[src/sv/pbrle_pkg.sv]
// Shared constants, codes and interface structs of the PackBits encoder.
// No dependencies; used by every module of the block.
package pbrle_pkg;

   localparam int MAX_CHUNK  = 128;
   localparam int CNT_W      = $clog2(MAX_CHUNK + 1);
   localparam int ADDR_W     = $clog2(MAX_CHUNK);
   localparam int WORD_BYTES = 4;
   localparam int BCNT_W     = $clog2(WORD_BYTES + 1);
   localparam int POS_W      = $clog2(WORD_BYTES);

   typedef logic [CNT_W-1:0] cnt_type;

   typedef enum logic [2:0] {
      BSEL_NONE,
      BSEL_RUN_HDR,
      BSEL_RUN_BYTE,
      BSEL_LIT_HDR,
      BSEL_LIT_BYTE
   } byte_sel_type;

   typedef enum logic [3:0] {
      ST_IDLE,
      ST_DECIDE,
      ST_POST_EQ,
      ST_SET_NEW,
      ST_RUN_HDR,
      ST_RUN_BYTE,
      ST_LIT_HDR,
      ST_LIT_BYTE,
      ST_EOD_CHECK,
      ST_FINAL_FLUSH,
      ST_FINISH
   } state_type;

   typedef struct packed {
      logic         load;
      logic         set_new;
      logic         set_have;
      logic         rc_inc;
      logic         push_prev;
      logic         clear_stream;
      logic         finish;
      byte_sel_type byte_sel;
   } cmd_type;

   typedef struct packed {
      logic have;
      logic match;
      logic eod;
      logic rc_gt1;
      logic rc_eq1;
      logic rc_pre_max;
      logic rc_max;
      logic lit_nz;
      logic lit_pre_full;
      logic lit_done;
   } dp_stat_type;

   typedef struct packed {
      logic byte_rdy;
      logic fin_rdy;
   } pk_stat_type;

endpackage

[src/sv/packbits_rle_encoder_core.sv]
// Top level of the PackBits run-length encoder: sequencer, datapath, packer.
// Depends on pbrle_pkg, pbrle_ctrl, pbrle_dp and pbrle_pack.
//
//   channel  dir  handshake            payload
//   req_     in   req_valid/req_stall  data_byte[7:0], end_of_data
//   rsp_     out  rsp_valid/rsp_stall  code_word[31:0], byte_count[2:0], last_of_item
//
// Sequence: a request that emits nothing passes through accept and decide; one that emits
// code moves one code byte per cycle while the packer can take it, plus control states.
// Reset: synchronous, active high; clears sequencer, run and literal counts and the
// result register. The literal memory needs no sweep: only entries below the count are read.
// Stalls: rsp_stall holds the result register; the byte-wide packer input sets the pace and
// the sequencer waits while the packer holds a word it cannot hand over. req_stall is low only when idle.
module packbits_rle_encoder_core (
   input  logic        clock,
   input  logic        reset,
   input  logic        req_valid,
   output logic        req_stall,
   input  logic [7:0]  req_data_byte,
   input  logic        req_end_of_data,
   output logic        rsp_valid,
   input  logic        rsp_stall,
   output logic [31:0] rsp_code_word,
   output logic [2:0]  rsp_byte_count,
   output logic        rsp_last_of_item
);

   pbrle_pkg::cmd_type     cmd;
   pbrle_pkg::dp_stat_type dp_stat;
   pbrle_pkg::pk_stat_type pk_stat;
   logic                   byte_valid;
   logic [7:0]             byte_data;

   // sequencer: accept a request, then walk run codes and literal flushes
   pbrle_ctrl u_ctrl (
      .clock     (clock),
      .reset     (reset),
      .req_valid (req_valid),
      .req_stall (req_stall),
      .dp_stat   (dp_stat),
      .pk_stat   (pk_stat),
      .cmd       (cmd)
   );

   // datapath: hold pending run, store literals, select the next code byte
   pbrle_dp u_dp (
      .clock           (clock),
      .reset           (reset),
      .cmd             (cmd),
      .pk_stat         (pk_stat),
      .req_data_byte   (req_data_byte),
      .req_end_of_data (req_end_of_data),
      .dp_stat         (dp_stat),
      .byte_valid      (byte_valid),
      .byte_data       (byte_data)
   );

   // packer: gather four code bytes a word, mark the final word of a request
   pbrle_pack u_pack (
      .clock            (clock),
      .reset            (reset),
      .byte_valid       (byte_valid),
      .byte_data        (byte_data),
      .finish           (cmd.finish),
      .pk_stat          (pk_stat),
      .rsp_valid        (rsp_valid),
      .rsp_stall        (rsp_stall),
      .rsp_code_word    (rsp_code_word),
      .rsp_byte_count   (rsp_byte_count),
      .rsp_last_of_item (rsp_last_of_item)
   );

endmodule

[src/sv/pbrle_pack.sv]
// Byte packer and result register: four code bytes to a word, earliest lowest.
// Depends on pbrle_pkg.
module pbrle_pack (
   input  logic                         clock,
   input  logic                         reset,
   input  logic                         byte_valid,
   input  logic [7:0]                   byte_data,
   input  logic                         finish,
   output pbrle_pkg::pk_stat_type       pk_stat,
   output logic                         rsp_valid,
   input  logic                         rsp_stall,
   output logic [31:0]                  rsp_code_word,
   output logic [2:0]                   rsp_byte_count,
   output logic                         rsp_last_of_item
);

   logic [31:0]                    word_ff, word_in;
   logic [pbrle_pkg::BCNT_W-1:0]   cnt_ff, cnt_in;
   logic                           out_valid_ff, out_valid_in;
   logic [31:0]                    out_word_ff, out_word_in;
   logic [2:0]                     out_cnt_ff, out_cnt_in;
   logic                           out_last_ff, out_last_in;
   logic                           out_free;
   logic                           word_full;
   logic                           byte_take;
   logic                           fin_take;

   assign out_free  = !out_valid_ff || !rsp_stall;
   assign word_full = (cnt_ff == pbrle_pkg::BCNT_W'(pbrle_pkg::WORD_BYTES));
   assign byte_take = byte_valid && (!word_full || out_free);
   assign fin_take  = finish && ((cnt_ff == '0) || out_free);

   assign pk_stat.byte_rdy = !word_full || out_free;
   assign pk_stat.fin_rdy  = (cnt_ff == '0) || out_free;

   always_comb begin
      word_in      = word_ff;
      cnt_in       = cnt_ff;
      out_valid_in = out_valid_ff && rsp_stall;
      out_word_in  = out_word_ff;
      out_cnt_in   = out_cnt_ff;
      out_last_in  = out_last_ff;
      if (byte_take) begin
         if (word_full) begin
            // full word leaves as a middle word, new byte opens the next
            out_valid_in = 1'b1;
            out_word_in  = word_ff;
            out_cnt_in   = 3'(cnt_ff);
            out_last_in  = 1'b0;
            word_in      = {24'd0, byte_data};
            cnt_in       = pbrle_pkg::BCNT_W'(1);
         end else begin
            if (cnt_ff == '0) begin
               word_in = '0;
            end
            word_in[8*cnt_ff[pbrle_pkg::POS_W-1:0] +: 8] = byte_data;
            cnt_in = cnt_ff + pbrle_pkg::BCNT_W'(1);
         end
      end
      if (fin_take && (cnt_ff != '0)) begin
         out_valid_in = 1'b1;
         out_word_in  = word_ff;
         out_cnt_in   = 3'(cnt_ff);
         out_last_in  = 1'b1;
         cnt_in       = '0;
      end
   end

   always_ff @(posedge clock) begin
      if (reset) begin
         cnt_ff       <= '0;
         out_valid_ff <= 1'b0;
      end else begin
         cnt_ff       <= cnt_in;
         out_valid_ff <= out_valid_in;
      end
      word_ff     <= word_in;
      out_word_ff <= out_word_in;
      out_cnt_ff  <= out_cnt_in;
      out_last_ff <= out_last_in;
   end

   assign rsp_valid        = out_valid_ff;
   assign rsp_code_word    = out_word_ff;
   assign rsp_byte_count   = out_cnt_ff;
   assign rsp_last_of_item = out_last_ff;

endmodule

[src/sv/pbrle_dp.sv]
// Encoder datapath: run and literal state, literal memory, code byte select.
// Depends on pbrle_pkg; commanded by pbrle_ctrl.
module pbrle_dp (
   input  logic                         clock,
   input  logic                         reset,
   input  pbrle_pkg::cmd_type           cmd,
   input  pbrle_pkg::pk_stat_type       pk_stat,
   input  logic [7:0]                   req_data_byte,
   input  logic                         req_end_of_data,
   output pbrle_pkg::dp_stat_type       dp_stat,
   output logic                         byte_valid,
   output logic [7:0]                   byte_data
);

   logic [7:0]               b_ff, b_in;
   logic                     eod_ff, eod_in;
   logic [7:0]               prev_ff, prev_in;
   logic                     have_ff, have_in;
   pbrle_pkg::cnt_type       rc_ff, rc_in;
   pbrle_pkg::cnt_type       lit_count_ff, lit_count_in;
   pbrle_pkg::cnt_type       lit_idx_ff, lit_idx_in;
   logic [7:0]               lit_mem [pbrle_pkg::MAX_CHUNK];
   logic [7:0]               lit_rd_ff;
   logic                     rd_en;
   logic                     byte_take;
   logic                     lit_done;

   assign byte_valid = (cmd.byte_sel != pbrle_pkg::BSEL_NONE);
   assign byte_take  = byte_valid && pk_stat.byte_rdy;
   assign lit_done   = (lit_idx_ff == lit_count_ff);
   assign rd_en      = byte_take && ((cmd.byte_sel == pbrle_pkg::BSEL_LIT_HDR) ||
                       ((cmd.byte_sel == pbrle_pkg::BSEL_LIT_BYTE) && !lit_done));

   always_comb begin
      case (cmd.byte_sel)
         pbrle_pkg::BSEL_RUN_HDR:  byte_data = 8'(9'd257 - 9'(rc_ff));
         pbrle_pkg::BSEL_RUN_BYTE: byte_data = prev_ff;
         pbrle_pkg::BSEL_LIT_HDR:  byte_data = 8'(lit_count_ff - pbrle_pkg::CNT_W'(1));
         pbrle_pkg::BSEL_LIT_BYTE: byte_data = lit_rd_ff;
         default:                  byte_data = 8'd0;
      endcase
   end

   always_comb begin
      b_in         = b_ff;
      eod_in       = eod_ff;
      prev_in      = prev_ff;
      have_in      = have_ff;
      rc_in        = rc_ff;
      lit_count_in = lit_count_ff;
      lit_idx_in   = lit_idx_ff;
      if (cmd.load) begin
         b_in   = req_data_byte;
         eod_in = req_end_of_data;
      end
      if (cmd.set_new) begin
         prev_in = b_ff;
         rc_in   = pbrle_pkg::CNT_W'(1);
      end
      if (cmd.set_have) begin
         have_in = 1'b1;
      end
      if (cmd.rc_inc) begin
         rc_in = rc_ff + pbrle_pkg::CNT_W'(1);
      end
      if (cmd.clear_stream) begin
         rc_in   = '0;
         have_in = 1'b0;
      end
      if (cmd.push_prev) begin
         lit_count_in = lit_count_ff + pbrle_pkg::CNT_W'(1);
      end
      if (byte_take) begin
         case (cmd.byte_sel)
            pbrle_pkg::BSEL_RUN_BYTE: rc_in = '0;
            pbrle_pkg::BSEL_LIT_HDR:  lit_idx_in = pbrle_pkg::CNT_W'(1);
            pbrle_pkg::BSEL_LIT_BYTE: begin
               if (lit_done) begin
                  lit_count_in = '0;
                  lit_idx_in   = '0;
               end else begin
                  lit_idx_in = lit_idx_ff + pbrle_pkg::CNT_W'(1);
               end
            end
            default: ;
         endcase
      end
   end

   always_ff @(posedge clock) begin
      if (reset) begin
         prev_ff      <= '0;
         have_ff      <= 1'b0;
         rc_ff        <= '0;
         lit_count_ff <= '0;
         lit_idx_ff   <= '0;
      end else begin
         prev_ff      <= prev_in;
         have_ff      <= have_in;
         rc_ff        <= rc_in;
         lit_count_ff <= lit_count_in;
         lit_idx_ff   <= lit_idx_in;
      end
      b_ff   <= b_in;
      eod_ff <= eod_in;
   end

   // literal memory: one write port, one registered read port
   always_ff @(posedge clock) begin
      if (cmd.push_prev) begin
         lit_mem[lit_count_ff[pbrle_pkg::ADDR_W-1:0]] <= prev_ff;
      end
   end

   always_ff @(posedge clock) begin
      if (rd_en) begin
         lit_rd_ff <= lit_mem[lit_idx_ff[pbrle_pkg::ADDR_W-1:0]];
      end
   end

   assign dp_stat.have         = have_ff;
   assign dp_stat.match        = (b_ff == prev_ff);
   assign dp_stat.eod          = eod_ff;
   assign dp_stat.rc_gt1       = (rc_ff > pbrle_pkg::CNT_W'(1));
   assign dp_stat.rc_eq1       = (rc_ff == pbrle_pkg::CNT_W'(1));
   assign dp_stat.rc_pre_max   = (rc_ff == pbrle_pkg::CNT_W'(pbrle_pkg::MAX_CHUNK - 1));
   assign dp_stat.rc_max       = (rc_ff == pbrle_pkg::CNT_W'(pbrle_pkg::MAX_CHUNK));
   assign dp_stat.lit_nz       = (lit_count_ff != '0);
   assign dp_stat.lit_pre_full = (lit_count_ff == pbrle_pkg::CNT_W'(pbrle_pkg::MAX_CHUNK - 1));
   assign dp_stat.lit_done     = lit_done;

endmodule

[src/sv/pbrle_ctrl.sv]
// Encoder sequencer: orders run codes, literal flushes and word packing.
// Depends on pbrle_pkg; drives pbrle_dp and pbrle_pack.
module pbrle_ctrl (
   input  logic                         clock,
   input  logic                         reset,
   input  logic                         req_valid,
   output logic                         req_stall,
   input  pbrle_pkg::dp_stat_type       dp_stat,
   input  pbrle_pkg::pk_stat_type       pk_stat,
   output pbrle_pkg::cmd_type           cmd
);

   pbrle_pkg::state_type state_ff, state_in;
   pbrle_pkg::state_type ret_ff, ret_in;
   pbrle_pkg::state_type cont;
   pbrle_pkg::state_type after;

   // cont: nothing emitted yet, may return straight to idle
   assign cont  = dp_stat.eod ? pbrle_pkg::ST_EOD_CHECK : pbrle_pkg::ST_IDLE;
   assign after = dp_stat.eod ? pbrle_pkg::ST_EOD_CHECK : pbrle_pkg::ST_FINISH;

   always_comb begin
      state_in  = state_ff;
      ret_in    = ret_ff;
      cmd       = '0;
      req_stall = 1'b1;
      case (state_ff)
         pbrle_pkg::ST_IDLE: begin
            req_stall = 1'b0;
            if (req_valid) begin
               cmd.load = 1'b1;
               state_in = pbrle_pkg::ST_DECIDE;
            end
         end
         pbrle_pkg::ST_DECIDE: begin
            if (!dp_stat.have) begin
               cmd.set_new  = 1'b1;
               cmd.set_have = 1'b1;
               state_in     = cont;
            end else if (dp_stat.match) begin
               cmd.rc_inc = 1'b1;
               if (dp_stat.lit_nz) begin
                  ret_in   = pbrle_pkg::ST_POST_EQ;
                  state_in = pbrle_pkg::ST_LIT_HDR;
               end else if (dp_stat.rc_pre_max) begin
                  ret_in   = after;
                  state_in = pbrle_pkg::ST_RUN_HDR;
               end else begin
                  state_in = cont;
               end
            end else if (dp_stat.rc_gt1) begin
               ret_in   = pbrle_pkg::ST_SET_NEW;
               state_in = pbrle_pkg::ST_RUN_HDR;
            end else if (dp_stat.rc_eq1) begin
               // store the old byte as a literal and take the new one
               cmd.push_prev = 1'b1;
               cmd.set_new   = 1'b1;
               if (dp_stat.lit_pre_full) begin
                  ret_in   = after;
                  state_in = pbrle_pkg::ST_LIT_HDR;
               end else begin
                  state_in = cont;
               end
            end else begin
               cmd.set_new = 1'b1;
               state_in    = cont;
            end
         end
         pbrle_pkg::ST_POST_EQ: begin
            if (dp_stat.rc_max) begin
               ret_in   = after;
               state_in = pbrle_pkg::ST_RUN_HDR;
            end else begin
               state_in = after;
            end
         end
         pbrle_pkg::ST_SET_NEW: begin
            cmd.set_new = 1'b1;
            state_in    = after;
         end
         pbrle_pkg::ST_RUN_HDR: begin
            cmd.byte_sel = pbrle_pkg::BSEL_RUN_HDR;
            if (pk_stat.byte_rdy) begin
               state_in = pbrle_pkg::ST_RUN_BYTE;
            end
         end
         pbrle_pkg::ST_RUN_BYTE: begin
            cmd.byte_sel = pbrle_pkg::BSEL_RUN_BYTE;
            if (pk_stat.byte_rdy) begin
               state_in = ret_ff;
            end
         end
         pbrle_pkg::ST_LIT_HDR: begin
            cmd.byte_sel = pbrle_pkg::BSEL_LIT_HDR;
            if (pk_stat.byte_rdy) begin
               state_in = pbrle_pkg::ST_LIT_BYTE;
            end
         end
         pbrle_pkg::ST_LIT_BYTE: begin
            cmd.byte_sel = pbrle_pkg::BSEL_LIT_BYTE;
            if (pk_stat.byte_rdy && dp_stat.lit_done) begin
               state_in = ret_ff;
            end
         end
         pbrle_pkg::ST_EOD_CHECK: begin
            if (dp_stat.rc_gt1) begin
               ret_in   = pbrle_pkg::ST_FINAL_FLUSH;
               state_in = pbrle_pkg::ST_RUN_HDR;
            end else begin
               cmd.push_prev = dp_stat.rc_eq1;
               state_in      = pbrle_pkg::ST_FINAL_FLUSH;
            end
         end
         pbrle_pkg::ST_FINAL_FLUSH: begin
            cmd.clear_stream = 1'b1;
            if (dp_stat.lit_nz) begin
               ret_in   = pbrle_pkg::ST_FINISH;
               state_in = pbrle_pkg::ST_LIT_HDR;
            end else begin
               state_in = pbrle_pkg::ST_FINISH;
            end
         end
         pbrle_pkg::ST_FINISH: begin
            cmd.finish = 1'b1;
            if (pk_stat.fin_rdy) begin
               state_in = pbrle_pkg::ST_IDLE;
            end
         end
         default: begin
            state_in = pbrle_pkg::ST_IDLE;
         end
      endcase
   end

   always_ff @(posedge clock) begin
      if (reset) begin
         state_ff <= pbrle_pkg::ST_IDLE;
         ret_ff   <= pbrle_pkg::ST_IDLE;
      end else begin
         state_ff <= state_in;
         ret_ff   <= ret_in;
      end
   end

endmodule

[config.mk]
export PLATFORM = sky130hd
export DESIGN_NAME = packbits_rle_encoder_core
export DESIGN_NICKNAME = d
export VERILOG_FILES = /design/src/sv/pbrle_pkg.sv /design/src/sv/packbits_rle_encoder_core.sv /design/src/sv/pbrle_pack.sv /design/src/sv/pbrle_dp.sv /design/src/sv/pbrle_ctrl.sv
export SDC_FILE = /design/constraint.sdc
export NUM_CORES = 1
export LEC_CHECK = 0
export ABC_CLOCK_PERIOD_IN_PS = 4150
export BUFFER_PORTS_ARGS = -buffer_cell sky130_fd_sc_hd__buf_4
export CORE_ASPECT_RATIO = 1.2
export CORE_MARGIN = 2
export CORE_UTILIZATION = 30
export CTS_BUF_LIST = sky130_fd_sc_hd__clkbuf_8
export DETAILED_ROUTE_END_ITERATION = 7
export PLACE_DENSITY_LB_ADDON = 0.05
export SYNTH_ARGS = -nofsm -noshare
export SYNTH_HDL_FRONTEND = slang
export SYNTH_SLANG_ARGS = --single-unit
[constraint.sdc]
create_clock -name clock -period 4.15 [get_ports clock]
set_clock_uncertainty 0.2 [all_clocks]
set_input_delay 0.83 -clock clock [delete_from_list [all_inputs] [get_ports clock]]
set_output_delay 0.83 -clock clock [all_outputs]
set_load 0.01 [all_outputs]
Yosys cells after proc, flatten, opt, wreduce, memory -nomap -nowiden
Memories as Yosys holds them, arrays and structs flattened. A register that Yosys moved wholly into a read port is not among the register bits.
Cells that the tools add are included.
- register bits: 122
- RAM bits: 1024
- bits of input ports: 13
- output and inout port bits: 38
- logic and storage cells: 170
- memories kept: 1
- memories (memory ; depth ; bits a word ; rd ports ; clocked after Yosys merged registers in ; wr ports ; RTL line ; source):
    u_dp.lit_mem ; 128 ; 8 ; 1 ; 1 ; 1 ; pbrle_dp.sv:22 ; logic [7:0] lit_mem [pbrle_pkg::MAX_CHUNK];
- add/sub/neg operators: 7
- magnitude comparators: 1
- equal/unequal tests: 34
- shift-type cells: 2
- muxes and demuxes: 78
- reductions and logical operators: 31
- operators with widths (operator ; number):
    $mux 32 ; 6
    $mux 4 ; 27
    $mux 8 ; 11
    $pmux 4 s11 ; 1
    $neg 5->34 ; 1
    $shift 8x34->32 const A ; 1
    $shiftx 8x34->32 ; 1
    $bwmux 32 ; 1
    $pmux 8 s4 ; 1
    $add 8x1->8 const B ; 3
    $mux 1 ; 19
    $eq 4x3->1 const B ; 4
    $eq 8x7->1 const B ; 2
    $eq 8x8->1 ; 2
    $pmux 4 s4 ; 1
    $pmux 8 s2 ; 1
    $eq 4x4->1 const B ; 3
    $mux 3 ; 4
    $pmux 3 s4 ; 1
    $ne 2x1->1 const B ; 5
    $ne 2x2->1 const B ; 5
    $eq 4x2->1 const B ; 2
    $eq 8x1->1 const B ; 1
    $eq 8x8->1 const B ; 1
    25 further kinds ; 49

Depth between registers and ports, before layout
Gate-level depths: netlist of the first run.
- depth after elaboration: 10
- mapped depth: 11

Modules after synthesis
A second synthesis of the first run with hierarchy kept.
- cell total of the unflattened synthesis: 2560
- area total of the unflattened synthesis: 46458.3 µm²
- by module, submodules not included (module ; times used ; cells an instance ; area each (µm²) ; seq. area each (µm²)):
    pbrle_dp ; 1 ; 2254 ; 42718.5 ; 31920.6
    pbrle_pack ; 1 ; 197 ; 2914.0 ; 2112.0
    pbrle_ctrl ; 1 ; 109 ; 825.8 ; 140.1

Worst setup path after synthesis of the first run
OpenSTA, ideal clock, no wires.
- kind: register to register
- from: register u_dp.prev_ff[6]
- to: memory u_dp.lit_mem[32][0], enable pin
- setup time: 0.395 ns
- arrival time: 3.871 ns
- data required time: 3.555 ns
- setup slack: -0.316 ns
- stages on the path, launching flop included: 8
- period minus slack after synthesis: 4.466 ns
- path through: dfxtp_1 -> xnor2_1 -> nand4_1 -> o21ai_1 -> a21o_1 -> buf_6 -> buf_2 -> nor4_1
- longest elaborated chain between the ends: 6
- RTL lines (element ; RTL line ; source):
    from (decl) ; pbrle_dp.sv:17 ; logic [7:0] prev_ff, prev_in;
    from (signal assigned) ; pbrle_dp.sv:98 ; prev_ff <= prev_in;
    $eq 8x8->1 ; pbrle_dp.sv:122 ; assign dp_stat.match = (b_ff == prev_ff);
    $mux 1 ; pbrle_ctrl.sv:40 ; end else if (dp_stat.match) begin
    $mux 2 ; pbrle_ctrl.sv:36 ; if (!dp_stat.have) begin
    $pmux 1 s2 ; pbrle_ctrl.sv:27 ; case (state_ff)
    $mux 1 ; pbrle_dp.sv:110 ; if (cmd.push_prev) begin
    $mux 1 (implied by the code) ; pbrle_dp.sv:111 ; lit_mem[lit_count_ff[pbrle_pkg::ADDR_W-1:0]] <= prev_ff;
    to (decl) ; pbrle_dp.sv:22 ;
Every way passes these cells.

Worst setup path after layout of the first run
- from: register u_dp.lit_idx_ff[0]
- to: register u_dp.lit_rd_ff[0] (read register of u_dp.lit_mem), data pin
- longest elaborated chain between the ends: 5
- RTL lines (element ; RTL line ; source):
    from (decl) ; pbrle_dp.sv:21 ; pbrle_pkg::cnt_type lit_idx_ff, lit_idx_in;
    from (signal assigned) ; pbrle_dp.sv:102 ; lit_idx_ff <= lit_idx_in;
    $eq 8x8->1 ; pbrle_dp.sv:30 ; assign lit_done = (lit_idx_ff == lit_count_ff);
    $logic_not 1->1 ; pbrle_dp.sv:32 ; ((cmd.byte_sel == pbrle_pkg::BSEL_LIT_BYTE) && !lit_done));
    $logic_and 1x1->1 ; pbrle_dp.sv:32 ;
    $logic_or 1x1->1 ; pbrle_dp.sv:31 ; assign rd_en = byte_take && ((cmd.byte_sel == pbrle_pkg::BSEL_LIT_HDR) ||
    $logic_and 1x1->1 ; pbrle_dp.sv:31 ;
    to (decl) ; pbrle_dp.sv:23 ; logic [7:0] lit_rd_ff;
Several ways; a longest one is shown, not always the timed one.
A chain may end at the register's enable or synchronous reset.

==> metrics.csv, run 1 <==
metric,value,unit
first_pass_iters,5,
first_global_vias,26390,
tightestPinTransition,1.423,ns
ir_worst_vdd,240.8,uV
route.detailed.wl_per_inst,29.46,um
synth.yosys.seq_area_share,74.45,%
io_buffers,50,
timing.critical_path.from_type,flop,
worst-r2r-setup-slack,0.44,ns
clk_root_buffer_cell,sky130_fd_sc_hd__clkbuf_8,
setup_violation_total_in_the_final_timing_report,0,
critPathRequiredTime,4.63,ns
clock_net_sink_count,1153,
num_io_pins,51,
maxCapViolCount,0,
number_of_enable_flip_flop_cells_after_synthesis,1108,
worst_max_slew_margin_expressed_relative_to_the_limit,3.921,%
design.die.area,156200,um2
power-per-cell-area,441.5,nW/um2
final_nets,2804,
final_cell_mix,"sky130_fd_sc_hd__edfxtp_1 (1108), sky130_fd_sc_hd__buf_4 (226), sky130_fd_sc_hd__mux4_2 (201), sky130_fd_sc_hd__nor2_1 (200), sky130_fd_sc_hd__clkbuf_8 (200)",
share_of_synthesized_flip_flops_with_an_asynchronous_set_or_reset,0,%
critical_path_arrival,4.19,ns
floorplan.die.width,361.1,um
grt_first_pass_wirelength,205.0,mm
detailed_place_hpwl,91.22,mm
yosys_most_used_dff,sky130_fd_sc_hd__edfxtp_1,
syn2layout_area_growth,16.71,%
yosys_warning_count,0,
drt_first_iter_violations,2025,
drcViolationCount,0,
clock_slew_seen_by_the_registers_of_the_worst_setup_and_hold_paths,0.07,ns
totalPowerFinal,23.65,mW
final_layout_size_suffix_gt1_share,25.48,%
largest_net_degree_at_the_start_of_global_routing,131,
initial_antenna_violation_count,5,
synth.lib_cells_used.distinct,74,
post_drt_via_cell_ratio,5.065,
setup_repair_after_global_routing_missed_its_margin,false,
syn_inst,2478,
total_vias_in_the_final_route,24940,
post_syn_area,45900,um2
ant_nets,0,
weighted_congestion_at_the_end_of_routability_driven_global_placement,0.8230,
clk-insertion-delay-late,0.93,ns
globalRouteOverflowTotal,0,
syn-num-nets,2504,
yosys_register_bits,1153,
finalMaxSlewViolations,0,
layout_commonest_cell,sky130_fd_sc_hd__edfxtp_1,
setup_total_negative_slack,0,ns
power.static_leakage,16.81,nW
syn_area_per_cell,18.52,um2
crit_path_max_fanout,29,
start_util,30.15,%
holdCritPathClass,reg2reg,
hold_viol_final,0,
status,"complete, no violations",
final.min_clock_period,3.711,ns
die_height,432.5,um
tritoncts.num_buffers,195,
timing.final.crit_share,89.42,%
core.rowCount,157,
cts_buffer_depth,3,
maxClockFrequency,0.2695,GHz
criticalPathCategory,reg2reg,
grt_util_all_layers,18.62,%
wirelength,145.1,mm
cts_tree,yes,
hold_slack,0.2228,ns
h_tree_level_count,4,
kind_of_end_point_of_the_critical_path,flop,
core_area,152200,um2
sequential cells by signal, indices dropped and copies added (netlist names):
| signal | flops |
|---|---|
| u_dp.lit_rd_ff | 8 |
| u_dp.eod_ff | 1 |
| u_pack.cnt_ff | 3 |
| u_dp.lit_count_ff | 8 |
| u_pack.word_ff | 32 |
| u_ctrl.ret_ff | 3 |
| u_pack.rsp_last_of_item | 1 |
| u_dp.lit_idx_ff | 8 |
| u_ctrl.state_ff | 4 |
| u_dp.lit_mem | 1024 |
| u_dp.prev_ff | 8 |
| u_pack.rsp_valid | 1 |
| u_pack.rsp_code_word | 32 |
| u_dp.rc_ff | 8 |
| u_dp.have_ff | 1 |
| u_dp.b_ff | 8 |
| u_pack.rsp_byte_count | 3 |
routing by layer:
layer  up-vias  GRT usage, %  part of all wire (%)
met5         -             0                     0
met4         0         5.014                   2.2
met3       212         3.575                   4.9
met2       736         31.95                    50
met1     13270         24.07                    43
li1      10720             -                     -
where the power goes:
| part | switching, mW | internal, mW |
|---|---|---|
| sequential | 0.0317 | 13.0 |
| clock | 4.81 | 5.13 |
| combinational | 0.578 | 0.137 |
timing repair:
item                      4_1_cts  5_1_grt
hold endpoints to repair       21        0
setup buffers                   0        0
resized for setup               0        0
hold buffers                   11        0
kinds of logic (layout without fill, tap and decap cells):
| logic type | after synthesis | after routing | share of synthesized area, % |
|---|---|---|---|
| flip-flops | 1153 | 1153 | 74.45 |
| AND/OR/NAND/NOR | 446 | 446 | 4.680 |
| multiplexers | 352 | 352 | 13.17 |
| AO/OA/AOI/OAI | 307 | 307 | 4.694 |
| buffers and inverters | 172 | 630 | 1.982 |
| XOR/XNOR | 35 | 35 | 0.6678 |
| adder cells (fa/ha/maj) | 13 | 13 | 0.3544 |
| other | 0 | 1 | 0 |
final timing paths:
check / start / end / cells past startpoint
min reg2reg: u_pack.word_ff[0] / u_pack.rsp_code_word[0] / 0
min: u_pack.word_ff[0] / u_pack.rsp_code_word[0] / 0
max: u_dp.lit_idx_ff[0] / u_dp.lit_rd_ff[0] / 7
max reg2reg: u_dp.lit_idx_ff[0] / u_dp.lit_rd_ff[0] / 7
synth_stat cells (21+ instances only):
| cell type | n | area, um2 |
|---|---|---|
| sky130_fd_sc_hd__clkbuf_1 | 66 | 247.7 |
| sky130_fd_sc_hd__buf_2 | 49 | 245.2 |
| sky130_fd_sc_hd__xnor2_1 | 28 | 245.2 |
| sky130_fd_sc_hd__dfxtp_1 | 45 | 900.9 |
| sky130_fd_sc_hd__nand2_1 | 66 | 247.7 |
| sky130_fd_sc_hd__a21oi_1 | 47 | 235.2 |
| sky130_fd_sc_hd__edfxtp_1 | 1108 | 33270 |
| sky130_fd_sc_hd__o22ai_1 | 35 | 219.0 |
| sky130_fd_sc_hd__a211oi_1 | 27 | 202.7 |
| sky130_fd_sc_hd__mux4_2 | 201 | 4527 |
| sky130_fd_sc_hd__o21ai_0 | 42 | 210.2 |
| sky130_fd_sc_hd__or3_1 | 21 | 131.4 |
| sky130_fd_sc_hd__mux2i_1 | 144 | 1441 |
| sky130_fd_sc_hd__nand3_1 | 28 | 140.1 |
| sky130_fd_sc_hd__a22oi_1 | 39 | 292.8 |
| sky130_fd_sc_hd__nor2_1 | 202 | 758.2 |
per-stage QoR:
step / std cells / worst slack (ns) / cell area (um2) / util (%)
2_1_floorplan: 2478 / 0.5086 / 45910 / -
3_3_place_gp: 4556 / 0.05173 / 49710 / 32.65
3_5_place_dp: 4557 / 0.4589 / 49730 / 32.66
4_1_cts: 4923 / 0.4167 / 53570 / 35.19
5_1_grt: 4924 / 0.3737 / 53570 / 35.19
6_report: 4924 / 0.4392 / 53570 / 35.19
cell type report:
| cell class | instances | area, um2 |
|---|---|---|
| timing repair buffer | 257 | 2207 |
| sequential | 1153 | 34220 |
| antenna | 1 | 2.502 |
| fill | 14290 | 98670 |
| inverter | 18 | 67.56 |
| clock inverter | 155 | 978.4 |
| tap | 1987 | 2486 |
| clock buffer | 200 | 2753 |
| multi-input combinational | 1153 | 10860 |
worst max-delay path, cell delays in order (launching register included):
cell and delay, ns:
sky130_fd_sc_hd__dfxtp_4 0.85, sky130_fd_sc_hd__mux4_2 0.62, sky130_fd_sc_hd__mux2i_1 0.38, sky130_fd_sc_hd__nor2_1 0.11, sky130_fd_sc_hd__a2111oi_0 0.74, sky130_fd_sc_hd__buf_4 0.22
sky130_fd_sc_hd__a211oi_1 0.09, sky130_fd_sc_hd__o32a_1 0.21
No activity file was read; power rests on OpenSTA's default activity.
==> inputs of run 2 (changes only) <==
- SYNTH_HIERARCHICAL: unset -> 1
==> run 2 against run 1 <==
Effect of this change: synthesized area up 1.2%; highest routed layer unchanged; synthesized cell count increased by 3.3%; critical path depth increased by 1; first-iteration DRC count up 8.0%; die area increased by 1.2%; register-to-register slack lost 0.04 ns; largest power group unchanged; largest cell class unchanged; sequential share of layout area down 0.55 points; cell count grew 2.0%; wire length increased by 0.24%; maximum frequency down 1.0%; combinational power down 7.4%.
==> metrics.csv, run 2 <==
metric,value,unit,change
initial_antenna_violation_count,5,,unchanged
ant_nets,0,,unchanged
yosys_warning_count,6,,+6
cells_taking_the_most_area_after_synthesis,"sky130_fd_sc_hd__edfxtp_1 (72%), sky130_fd_sc_hd__mux4_2 (9.4%), sky130_fd_sc_hd__mux2i_1 (3.1%), sky130_fd_sc_hd__dfxtp_1 (1.9%), sky130_fd_sc_hd__nor2_1 (1.6%)",,
setup_violation_total_in_the_final_timing_report,0,,unchanged
maxClockFrequency,0.2667,GHz,-1.0%
detailed_place_hpwl,92.77,mm,+1.7%
final_nets,2888,,+3.0%
crit_path_max_fanout,14,,-52%
setup_total_negative_slack,0,ns,unchanged
synthMostInstantiatedCell,sky130_fd_sc_hd__edfxtp_1,,
worst_max_slew_margin_expressed_relative_to_the_limit,19.10,%,+15 points
post_synth_and_or_nand_nor_area_fraction,5.405,%,+0.72 points
wirelength,145.4,mm,+0.24%
comb_power_share,2.9,%,about the same
final_layout_size_suffix_gt1_share,25.15,%,-0.33 points
cp.buffers_inverters,2,,+1
post_drt_via_cell_ratio,5.008,,-1.1%
yosysTopAreaCellShare,71.62,%,-0.87 points
grt_first_pass_wirelength,206.2,mm,+0.56%
route.detailed.wl_per_inst,28.95,um,-1.7%
kind_of_end_point_of_the_critical_path,flop,,
criticalPathCategory,reg2reg,,
syn_area_per_cell,18.15,um2,-2.0%
weighted_congestion_at_the_end_of_routability_driven_global_placement,0.8112,,-1.4%
largest_family_of_logic_cells_by_synthesized_area,multiplexers,,
multi_input_comb_area,11370,um2,+4.7%
floorplan.die.width,363.2,um,+0.60%
die_height,435.1,um,+0.60%
io_buffers,50,,unchanged
maxCapViolCount,0,,unchanged
start_util,30.13,%,about the same
final.min_clock_period,3.749,ns,+0.03837 ns
power.static_leakage,16.94,nW,+0.78%
holdCritPathClass,reg2reg,,
tritoncts.num_buffers,188,,-3.6%
largest_register_ff_count,1024,,unchanged
first_global_vias,26960,,+2.2%
clock_net_sink_count,1153,,unchanged
timing.critical_path.from_type,flop,,
status,"complete, no violations",,
synth_compound_gate_area_share,4.872,%,+0.18 points
number_of_enable_flip_flop_cells_after_synthesis,1108,,unchanged
cts_post_setup_buffers_inserted,0,,unchanged
finalMaxSlewViolations,0,,unchanged
share_of_synthesized_flip_flops_with_an_asynchronous_set_or_reset,0,%,unchanged
drt_first_iter_violations,2188,,+8.0%
yosys_most_used_dff,sky130_fd_sc_hd__edfxtp_1,,
design.die.area,158000,um2,+1.2%
timing.final.crit_share,90.34,%,+0.92 points
critical_path_arrival,4.14,ns,-0.05 ns
total_vias_in_the_final_route,25160,,+0.88%
cpMaxStageDelayCell,sky130_fd_sc_hd__or4_1,,
syn_inst,2560,,+3.3%
first_pass_iters,7,,+2
totalPowerFinal,23.14,mW,-2.2%
multiplexer_area_fraction_after_synthesis,12.97,%,-0.20 points
clock_slew_seen_by_the_registers_of_the_worst_setup_and_hold_paths,0.06,ns,about the same
yosys_register_bits,1153,,unchanged
globalRouteOverflowTotal,0,,unchanged
sw_ratio,22.59,%,-0.34 points
critical_path_cell_list,or4_1 > nor4_1 > o2111a_1 > buf_4 > nand4_1 > or2_2 > nor2b_1 > buf_4,,
h_tree_level_count,4,,unchanged
drcViolationCount,0,,unchanged
layout_commonest_cell,sky130_fd_sc_hd__edfxtp_1,,
setup_repair_after_global_routing_missed_its_margin,false,,
critPathMaxStageDelay,0.60,ns,-0.25 ns
core_area,154200,um2,+1.3%
num_io_pins,51,,unchanged
syn-num-nets,2586,,+3.3%
power.switching,5.228,mW,-3.6%
netlist.top_cell.by_area,sky130_fd_sc_hd__edfxtp_1,,
worst_path_most_repeated_cell,sky130_fd_sc_hd__buf_4,,
clk_root_buffer_cell,sky130_fd_sc_hd__clkbuf_8,,
critPathTopFamily,simple AND/OR/NAND/NOR gates,,
register_share_of_total_power,56.0,%,+1.1 points
post_synth_xor_area_fraction,0.7729,%,+0.11 points
clk-insertion-delay-late,0.92,ns,about the same
tightestPinTransition,1.213,ns,-0.2097 ns
cts_tree,yes,,
post_syn_area,46460,um2,+1.2%
synth.lib_cells_used.distinct,86,,+16%
num-fill-cells,14540,,+1.8%
adder_and_majority_gate_portion_of_the_synthesized_area,0.3501,%,-0.0042 points
grt_util_all_layers,18.44,%,-0.19 points
cts_buffer_depth,3,,unchanged
final_cell_mix,"sky130_fd_sc_hd__edfxtp_1 (1108), sky130_fd_sc_hd__buf_4 (229), sky130_fd_sc_hd__clkbuf_8 (199), sky130_fd_sc_hd__nor2_1 (193), sky130_fd_sc_hd__mux4_2 (193)",,
critPathRequiredTime,4.54,ns,-0.09 ns
synth.yosys.seq_area_share,73.56,%,-0.89 points
power.clock.fraction,41.1,%,-0.9 points
ir_worst_vdd,226.9,uV,-5.8%
syn2layout_area_growth,16.32,%,
p_int,17.91,mW,-1.7%
power-per-cell-area,428.2,nW/um2,-3.0%
final-seq-area,34220,um2,unchanged
largest_net_degree_at_the_start_of_global_routing,131,,unchanged
core.rowCount,158,,+0.64%
hold_viol_final,0,,unchanged
ys_top_cells_by_count,"sky130_fd_sc_hd__edfxtp_1 (1108), sky130_fd_sc_hd__nor2_1 (194), sky130_fd_sc_hd__mux4_2 (193)",,
==> run 2: area by class of cell <==
cell class | count | share of cell area [%]
repair buffers | 264 | 4.274
flip-flops and latches | 1153 | 63.32
multi-input cells | 1232 | 21.03
well taps | 2000 | 4.631
clock inverters | 147 | 1.493
diodes | 5 | 0.02315
inverters | 23 | 0.1598
clock buffers | 199 | 5.068
==> run 2: power by group through the flow <==
stage / logic (mW) / clock network [mW] / registers [mW]
global placement: 0.692 / 0 / 13.2
CTS: 0.697 / 9.88 / 13.0
floorplan: 0.148 / 0 / 13.3
finish: 0.661 / 9.52 / 13.0
detailed placement: 0.689 / 0 / 13.2
global route: 0.726 / 10.3 / 13.0
==> run 2: cells by family after synthesis <==
group,count (synthesis)
buffers and inverters,175
AOI/OAI and AO/OA,312
DFF,1153
muxes,358
xor gates and xnor gates,41
adders and majority gates,13
and+or+nand+nor,508
==> run 2: final timing paths <==
path,from,end,slack (ns),cells past startpoint
min,u_pack/word_ff[1],u_pack/rsp_code_word[1],0.22,0
min reg2reg,u_pack/word_ff[1],u_pack/rsp_code_word[1],0.22,0
max reg2reg,u_dp/rc_ff[5],u_dp/lit_mem[63][5],0.40,8
max,u_dp/rc_ff[5],u_dp/lit_mem[63][5],0.40,8
==> run 2: stage by stage <==
stage / setup WS (ns) / std cells / util, % / hold WS, ns / instance area [um2]
finish: 0.4008 / 5023 / 35.04 / 0.2211 / 54040
global route: 0.1823 / 5021 / 35.04 / 0.2295 / 54030
CTS: 0.4037 / 5018 / 35.04 / 0.2195 / 54030
detailed placement: 0.4624 / 4661 / 32.67 / 0.2045 / 50370
global placement: 0.4109 / 4661 / 32.67 / 0.2122 / 50370
floorplan: 0.06627 / 2560 / - / 0.2003 / 46470
==> run 2: timing repair <==
| item | in CTS | in global routing |
|---|---|---|
| hold endpoints to repair | 18 | 0 |
| setup endpoints to repair | 0 | 0 |
| gates resized for setup | 0 | 0 |
| hold buffers | 11 | 0 |
==> run 2: metal layers <==
layer	global-route usage (%)	routed length (um)	vias up
met5	0	0	-
li1	-	-	10960
met1	23.16	60200	13320
met4	6.130	4030	0
met3	2.994	6063	210
met2	32.17	75110	666
